`src/hw/rtl/csvft_pkg.sv`:
```
// ----------------------------------------------------------------------------
// csvft_pkg
// Shared types and constants of the CSV field tokenizer.
// ----------------------------------------------------------------------------
package csvft_pkg;

    localparam logic [7:0] CH_CR         = 8'd13;
    localparam logic [7:0] CH_LF         = 8'd10;
    localparam logic [7:0] SEP_RESET     = 8'd44;
    localparam logic [7:0] QUOTE_RESET   = 8'd34;
    localparam logic [7:0] CFG_IDX_SEP   = 8'd0;
    localparam logic [7:0] CFG_IDX_QUOTE = 8'd1;

    typedef enum logic [1:0] {
        TK_CHAR    = 2'd0,
        TK_RESTART = 2'd1,
        TK_FIELD   = 2'd2,
        TK_RECORD  = 2'd3
    } t_kind;

    typedef enum logic [1:0] {
        QM_OUT   = 2'd0,
        QM_IN    = 2'd1,
        QM_QSEEN = 2'd2
    } t_qmode;

    // One classified byte: first token, plus an optional record end after it
    typedef struct packed {
        t_kind      kind;
        logic [7:0] ch;
        logic       two;
    } t_entry;

endpackage

```
`src/hw/rtl/csvft_front.sv`:
```
// ----------------------------------------------------------------------------
// csvft_front
// Accepts bytes, tracks quoting state and classifies each byte into at most one entry.
// ----------------------------------------------------------------------------
module csvft_front
    import csvft_pkg::*;
(
    input  logic       i_clk,
    input  logic       i_rst_n,
    input  logic       i_accept,
    input  logic [7:0] i_in_byte,
    input  logic       i_final_byte,
    input  logic       i_cfg_we,
    input  logic [7:0] i_cfg_index,
    input  logic [7:0] i_cfg_data,
    output logic       o_push,
    output t_entry     o_entry
);

    logic [7:0] r_sep;
    logic [7:0] r_quote;
    t_qmode     r_mode;
    t_qmode     n_mode;
    logic       r_drop;
    logic       n_drop;

    logic       swallow;
    logic       rec_end;
    logic       have_first;
    t_kind      first_kind;
    logic [7:0] first_ch;

    always_ff @(posedge i_clk) begin
        if (!i_rst_n) begin
            r_sep   <= SEP_RESET;
            r_quote <= QUOTE_RESET;
            r_mode  <= QM_OUT;
            r_drop  <= 1'b0;
        end else begin
            if (i_cfg_we && i_cfg_index == CFG_IDX_SEP) begin
                r_sep <= i_cfg_data;
            end
            if (i_cfg_we && i_cfg_index == CFG_IDX_QUOTE) begin
                r_quote <= i_cfg_data;
            end
            if (i_accept) begin
                r_mode <= n_mode;
                r_drop <= n_drop;
            end
        end
    end

    always_comb begin
        n_mode     = r_mode;
        n_drop     = r_drop;
        swallow    = 1'b0;
        rec_end    = 1'b0;
        have_first = 1'b0;
        first_kind = TK_CHAR;
        first_ch   = 8'd0;

        if (r_drop) begin
            n_drop  = 1'b0;
            swallow = (i_in_byte == CH_LF);
        end

        if (!swallow) begin
            case (r_mode)
                QM_IN: begin
                    if (i_in_byte == r_quote) begin
                        n_mode = QM_QSEEN;
                    end else begin
                        have_first = 1'b1;
                        first_ch   = i_in_byte;
                    end
                end
                QM_QSEEN: begin
                    if (i_in_byte == r_quote) begin
                        have_first = 1'b1;
                        first_ch   = r_quote;
                        n_mode     = QM_IN;
                    end else if (i_in_byte == r_sep) begin
                        have_first = 1'b1;
                        first_kind = TK_FIELD;
                        n_mode     = QM_OUT;
                    end else if (i_in_byte == CH_CR || i_in_byte == CH_LF) begin
                        rec_end = 1'b1;
                        n_drop  = (i_in_byte == CH_CR);
                    end
                end
                default: begin
                    if (i_in_byte == r_sep) begin
                        have_first = 1'b1;
                        first_kind = TK_FIELD;
                    end else if (i_in_byte == r_quote) begin
                        have_first = 1'b1;
                        first_kind = TK_RESTART;
                        n_mode     = QM_IN;
                    end else if (i_in_byte == CH_CR || i_in_byte == CH_LF) begin
                        rec_end = 1'b1;
                        n_drop  = (i_in_byte == CH_CR);
                    end else begin
                        have_first = 1'b1;
                        first_ch   = i_in_byte;
                    end
                end
            endcase
        end

        if (rec_end) begin
            n_mode = QM_OUT;
        end
        if (i_final_byte) begin
            n_mode = QM_OUT;
            n_drop = 1'b0;
        end

        o_entry = '0;
        o_push  = 1'b0;
        if (have_first) begin
            o_entry.kind = first_kind;
            o_entry.ch   = first_ch;
            o_entry.two  = rec_end || (i_final_byte && !swallow);
            o_push       = i_accept;
        end else if (rec_end || (i_final_byte && !swallow)) begin
            o_entry.kind = TK_RECORD;
            o_push       = i_accept;
        end
    end

endmodule

```
`src/hw/rtl/csvft_queue.sv`:
```
// ----------------------------------------------------------------------------
// csvft_queue
// Small FIFO of classified entries between the front and the back.
// ----------------------------------------------------------------------------
module csvft_queue
    import csvft_pkg::*;
#(
    parameter int DEPTH = 4
) (
    input  logic   i_clk,
    input  logic   i_rst_n,
    input  logic   i_push,
    input  t_entry i_entry,
    input  logic   i_pop,
    output t_entry o_head,
    output logic   o_valid,
    output logic   o_full
);

    localparam int AW = (DEPTH > 1) ? $clog2(DEPTH) : 1;
    localparam int CW = $clog2(DEPTH + 1);
    localparam logic [AW-1:0] LAST_PTR = AW'(DEPTH - 1);
    localparam logic [CW-1:0] FULL_CNT = CW'(DEPTH);

    t_entry        r_mem [DEPTH];
    logic [AW-1:0] r_wptr;
    logic [AW-1:0] r_rptr;
    logic [CW-1:0] r_count;

    always_ff @(posedge i_clk) begin
        if (i_push) begin
            r_mem[r_wptr] <= i_entry;
        end
    end

    always_ff @(posedge i_clk) begin
        if (!i_rst_n) begin
            r_wptr  <= '0;
            r_rptr  <= '0;
            r_count <= '0;
        end else begin
            if (i_push) begin
                r_wptr <= (r_wptr == LAST_PTR) ? '0 : r_wptr + 1'b1;
            end
            if (i_pop) begin
                r_rptr <= (r_rptr == LAST_PTR) ? '0 : r_rptr + 1'b1;
            end
            case ({i_push, i_pop})
                2'b10:   r_count <= r_count + 1'b1;
                2'b01:   r_count <= r_count - 1'b1;
                default: r_count <= r_count;
            endcase
        end
    end

    assign o_head  = r_mem[r_rptr];
    assign o_valid = (r_count != '0);
    assign o_full  = (r_count == FULL_CNT);

endmodule

```
`src/hw/rtl/csvft_back.sv`:
```
// ----------------------------------------------------------------------------
// csvft_back
// Output register; expands each entry into one or two result beats.
// ----------------------------------------------------------------------------
module csvft_back
    import csvft_pkg::*;
(
    input  logic       i_clk,
    input  logic       i_rst_n,
    input  t_entry     i_head,
    input  logic       i_q_valid,
    output logic       o_q_pop,
    input  logic       i_pop,
    output logic       o_empty,
    output logic [1:0] o_token_kind,
    output logic [7:0] o_value_char,
    output logic       o_run_last
);

    logic   r_valid;
    logic   r_second;
    t_entry r_ent;
    logic   last;
    logic   load;

    assign last    = r_second || !r_ent.two;
    assign load    = !r_valid || (i_pop && last);
    assign o_q_pop = load && i_q_valid;

    always_ff @(posedge i_clk) begin
        if (!i_rst_n) begin
            r_valid  <= 1'b0;
            r_second <= 1'b0;
        end else if (load) begin
            r_valid  <= i_q_valid;
            r_second <= 1'b0;
        end else if (i_pop) begin
            r_second <= 1'b1;
        end
    end

    always_ff @(posedge i_clk) begin
        if (o_q_pop) begin
            r_ent <= i_head;
        end
    end

    assign o_empty      = !r_valid;
    assign o_token_kind = r_second ? TK_RECORD : r_ent.kind;
    assign o_value_char = r_second ? 8'd0 : r_ent.ch;
    assign o_run_last   = last;

endmodule

```
`src/hw/rtl/csv_field_tokenizer_top.sv`:
```
// ----------------------------------------------------------------------------
// csv_field_tokenizer_top
// Byte-serial CSV tokenizer: quote tracking front, entry FIFO, result back.
// ----------------------------------------------------------------------------
// Path: the first result of a byte is written to the entry FIFO, then loaded into the output register.
// Throughput: one byte per cycle while the entry FIFO is not full; a byte with two results
// occupies the output register for both its beats, the entry FIFO of QDEPTH entries absorbs the burst.
// Reset: synchronous, active low; clears quoting state, FIFO and output,
// loads separator ',' and quote '"'.
// ----------------------------------------------------------------------------
module csv_field_tokenizer_top
    import csvft_pkg::*;
#(
    parameter int QDEPTH = 4
) (
    input  logic       i_clk,
    input  logic       i_rst_n,
    input  logic       push,
    output logic       full,
    input  logic [7:0] i_in_byte,
    input  logic       i_final_byte,
    output logic       empty,
    input  logic       pop,
    output logic [1:0] o_token_kind,
    output logic [7:0] o_value_char,
    output logic       o_run_last,
    input  logic       i_cfg_valid,
    output logic       o_cfg_ready,
    input  logic [7:0] i_cfg_index,
    input  logic [7:0] i_cfg_data
);

    logic   accept;
    logic   f_push;
    t_entry f_entry;
    t_entry q_head;
    logic   q_valid;
    logic   q_pop;

    assign accept      = push && !full;
    assign o_cfg_ready = 1'b1;

    csvft_front u_front (
        .i_clk        (i_clk),
        .i_rst_n      (i_rst_n),
        .i_accept     (accept),
        .i_in_byte    (i_in_byte),
        .i_final_byte (i_final_byte),
        .i_cfg_we     (i_cfg_valid),
        .i_cfg_index  (i_cfg_index),
        .i_cfg_data   (i_cfg_data),
        .o_push       (f_push),
        .o_entry      (f_entry)
    );

    csvft_queue #(
        .DEPTH (QDEPTH)
    ) u_queue (
        .i_clk   (i_clk),
        .i_rst_n (i_rst_n),
        .i_push  (f_push),
        .i_entry (f_entry),
        .i_pop   (q_pop),
        .o_head  (q_head),
        .o_valid (q_valid),
        .o_full  (full)
    );

    csvft_back u_back (
        .i_clk        (i_clk),
        .i_rst_n      (i_rst_n),
        .i_head       (q_head),
        .i_q_valid    (q_valid),
        .o_q_pop      (q_pop),
        .i_pop        (pop),
        .o_empty      (empty),
        .o_token_kind (o_token_kind),
        .o_value_char (o_value_char),
        .o_run_last   (o_run_last)
    );

    // a beat that is not the last of its byte is never a record end
    a_nonlast_kind: assert property (@(posedge i_clk) disable iff (!i_rst_n)
        !empty && !o_run_last |-> o_token_kind != TK_RECORD)
        else $error("non-last beat carries record end");

    // the beat after a non-last one is the record end of the same byte
    a_second_beat: assert property (@(posedge i_clk) disable iff (!i_rst_n)
        !empty && pop && !o_run_last |=>
            !empty && o_run_last && o_token_kind == TK_RECORD)
        else $error("missing record end after first beat");

    // only character beats carry a value
    a_char_zero: assert property (@(posedge i_clk) disable iff (!i_rst_n)
        !empty && o_token_kind != TK_CHAR |-> o_value_char == 8'd0)
        else $error("value on non-character beat");

    // an empty output register always takes the FIFO head at once
    a_no_bubble: assert property (@(posedge i_clk) disable iff (!i_rst_n)
        empty && q_valid |-> q_pop)
        else $error("output register idle while FIFO holds entries");

endmodule
```
`config.mk`:
```
export PLATFORM = sky130hd
export DESIGN_NAME = csv_field_tokenizer_top
export DESIGN_NICKNAME = d
export VERILOG_FILES = /design/src/hw/rtl/csvft_pkg.sv /design/src/hw/rtl/csvft_front.sv /design/src/hw/rtl/csvft_queue.sv /design/src/hw/rtl/csvft_back.sv /design/src/hw/rtl/csv_field_tokenizer_top.sv
export SDC_FILE = /design/constraint.sdc
export NUM_CORES = 1
export LEC_CHECK = 0
export BUFFER_PORTS_ARGS = -buffer_cell sky130_fd_sc_hd__buf_2
export CORE_UTILIZATION = 47
export CTS_CLUSTER_DIAMETER = 60
export DETAILED_ROUTE_END_ITERATION = 7
export GPL_TIMING_DRIVEN = 0
export PLACE_DENSITY = 0.66
export SLEW_MARGIN = 20
export SYNTH_ARGS = -nofsm -noshare
export SYNTH_HDL_FRONTEND = slang
export SYNTH_HIERARCHICAL = 1
export SYNTH_SLANG_ARGS = --single-unit
```
`constraint.sdc`:
```
create_clock -name i_clk -period 6 [get_ports i_clk]
set_input_delay 0.3 -clock i_clk [delete_from_list [all_inputs] [get_ports i_clk]]
set_output_delay 0.3 -clock i_clk [all_outputs]
set_load 0.02 [all_outputs]
```
==> results.toml <==
[clocking]
cts_resized = 0
ctsHoldBuffers = 0
htree_levels = 3
clk_path_buf_depth = 2
post-cts-setup-buffers = 0
root_buffer = "clkbuf_8"
path_clk_slew_ns = 0.09
cts_tree = "built"
clkSinkCount = 85
numCtsBuffers = 9
clock_latency_ns = 0.34

[synth]
yosysWarningCount = 6
yosysUniqueCellTypes = 55
ys.flop_type = "edfxtp_1"
synth_xor_area_frac = 0.04439
yosys-mux-area-fraction = 0.1162
yosys.area_share.simple = 0.1563
ys_seq_area_frac = 0.5549
syn_inst = 318
synthArstFlopShare = 0
ys_ff_latch = 85
syn_area_um2 = 4059
avgSynthCellArea_um2 = 12.76
synth_edf_count = 55
synth_top_family_by_area = "simple AND/OR/NAND/NOR gates"
synth.net_count = 358
synth-adder-area-share = 0.03268
synth_compound_area_frac = 0.06720

[grt]
grt_pass1_wl_um = 12040
track_usage = 0.1792
antenna_found_initial = 0
grt-ovfl-total = 0
grt_max_degree = 16
grt_pass1_vias = 2458

[timing]
tightestPinTransition_ns = 0.7538
maxSlewHeadroom = 0.4952
setup_viol = 0
max_freq_mhz = 310.4
drv_slew = 0
finalSetupTns_ns = 0
fin_ws_ns = 2.779
fin_skew_ns = 0.01156
period_needed_ns = 3.221
finalHoldViolCount = 0
rsz0062_at_grt = "false"
fin_crit_sh = 0.5369

[power_and_ir_drop]
pwr-share-seq = 0.480
clockPowerShare = 0.253
p_comb_frac = 0.266
netSwitchingFraction = 0.3026
power_density_nw_per_um2 = 350.4
p_switching_mw = 0.4862
vdd_ir_drop_max_mv = 0.1155
leakage_nw = 1.657
power.internal_mw = 1.121

[die]
coreArea_um2 = 8299
row_count = 33
io_pins = 44
die_w_um = 94.93
die_h_um = 94.93
fp.dieArea_um2 = 9012
initial_core_util = 0.4891

[route]
ant_nets = 0
vias = 2532
drcViolationCount = 0
wirelength_um = 7490
avgViaCountPerCell = 5.297
first_iter_violations = 104
wl_per_cell_um = 15.67
dr.pass1.iters = 6

[critical_path]
cp_max_fo = 7
reg2regPathDepth = 12
worstPathArrival_ns = 3.50
ff2ff_setup_slack_ns = 2.78
critPathRequiredTime_ns = 6.28
rr_endpoint = "u_queue/r_count[2]"
cp-startpoint = "u_front/r_mode[0]"
crit_end = "u_queue/r_count[2]"
cp-start-kind = "register"
end_kind = "register"
reg2reg_from = "u_front/r_mode[0]"
critPathKind = "register to register"

[hold_path]
hold_class = "input port to register"

[placement]
place_ws_ns = 2.617
place.gp.congestion = 0.8485
dpl.hpwl_um = 5352
io_buffers = 39
dp.cells = 462

[cells_and_area]
final_common_cell = "edfxtp_1"
final_layout_size_suffix_gt1_frac = 0.2440
fillCellCount = 715
fin_util = 0.5525
final-seq-area_um2 = 2252
nets = 408
layout_common_cells = "55 x edfxtp_1, 44 x buf_2, 30 x dfxtp_1, 25 x nor2_1"
antenna_cells = 0
area_delta_synth_final_pct = 12.98
multi_input_area_um2 = 1698
instances_no_fill = 478

[run_status]
status = "completed"

[job]
maxCapViolCount = 0
## power groups by stage
| stage | Combinational (mW) | Sequential [mW] | Clock [mW] |
|---|---|---|---|
| after detailed placement | 0.433 | 0.786 | 0 |
| after CTS | 0.435 | 0.774 | 0.420 |
| final | 0.428 | 0.772 | 0.407 |
| after global placement | 0.418 | 0.781 | 0 |
| after global routing | 0.482 | 0.782 | 0.441 |
| after floorplan | 0.322 | 0.774 | 0 |
## kinds of logic (layout without fill, tap and decap cells)
| logic type | after synthesis | after routing |
|---|---|---|
| AND/OR/NAND/NOR | 111 | 111 |
| XOR/XNOR | 18 | 18 |
| other | 1 | 1 |
| buffers and inverters | 23 | 78 |
| adder cells (fa/ha/maj) | 10 | 10 |
| AO/OA/AOI/OAI | 37 | 37 |
| flip-flops | 85 | 85 |
| multiplexers | 33 | 33 |
## critical path: stages, from the launching register on
cell and delay, ns:
dfxtp_1 0.42, inv_1 0.06, ha_1 0.35, nor2_1 0.05
nor2_1 0.23, a41oi_4 0.21, a21oi_1 0.44, inv_1 0.13
ha_1 0.25, fa_1 0.39, xnor2_1 0.14, or3_1 0.31
a21boi_0 0.17
## synth_stat cells, types with 2 or more instances
library cell	number	area (um^2)
xnor2_1	15	131.4
o21a_1	4	30.03
a21oi_1	7	35.03
ha_1	9	112.6
or2_1	2	12.51
a31oi_1	8	50.05
buf_2	5	25.02
clkbuf_1	5	18.77
mux4_2	10	225.2
o21ai_0	3	15.01
nand3_1	4	20.02
mux2i_1	22	220.2
dfxtp_1	30	600.6
and3_1	2	12.51
nor2b_1	14	87.58
nor3b_1	4	30.03
buf_6	2	22.52
or3_1	2	12.51
nor3_1	9	45.04
edfxtp_1	55	1652
nand3_2	2	20.02
nor2_2	2	12.51
nand4_1	4	25.02
nor2_1	25	93.84
a2bb2oi_1	7	61.31
and2_1	5	31.28
xnor2_2	3	48.80
nand2_1	22	82.58
inv_1	10	37.54
## layout make-up
| cell class | count | area share |
|---|---|---|
| inverter | 10 | 0.008186 |
| buffer | 13 | 0.01610 |
| sequential | 85 | 0.4911 |
| clock inverter | 6 | 0.01528 |
| multi-input combinational | 210 | 0.3703 |
| tap | 105 | 0.02865 |
| timing repair buffer | 39 | 0.04256 |
| clock buffer | 10 | 0.02783 |
## sequential cells by signal, indices dropped and copies added (netlist names), named ones only
register	count
u_front/r_drop	1
u_back/r_valid	1
u_front/r_sep	8
u_queue/r_wptr	2
u_front/r_mode	2
u_queue/r_mem	44
u_queue/r_rptr	2
u_back/r_second	1
u_front/r_quote	8
u_back/r_ent	11
u_queue/r_count	3
## through the flow
| step | total power, mW | area (um^2) | hold WS, ns |
|---|---|---|---|
| floorplan | 1.096 | 4059 | 0.4175 |
| global placement | 1.199 | 4385 | 0.4716 |
| detailed placement | 1.219 | 4388 | 0.4769 |
| CTS | 1.629 | 4586 | 0.1734 |
| global route | 1.706 | 4586 | 0.1788 |
| finish | 1.607 | 4586 | 0.1884 |
## worst min path at each step
stage	startpoint	end	slack [ns]	cells after the start
6_report	i_cfg_data[2]	u_front/r_sep[2]	0.19	3
3_3_place_gp	u_front/r_mode[1]	u_front/r_mode[1]	0.47	2
5_1_grt	i_cfg_data[3]	u_front/r_sep[3]	0.18	3
4_1_cts	i_cfg_data[1]	u_front/r_quote[1]	0.17	3
3_5_place_dp	u_front/r_mode[1]	u_front/r_mode[1]	0.48	2
2_1_floorplan	i_rst_n	u_back/r_valid	0.42	1
## per-layer routing
metal  up-vias  track usage  wire (um)
li1       1262            -          -
met1      1210       0.2198       3448
met2        53       0.3171       3776
met3         7      0.03140        210
met4         0      0.06061         55
met5         -            0          0
No activity file was read; power rests on OpenSTA's default activity.
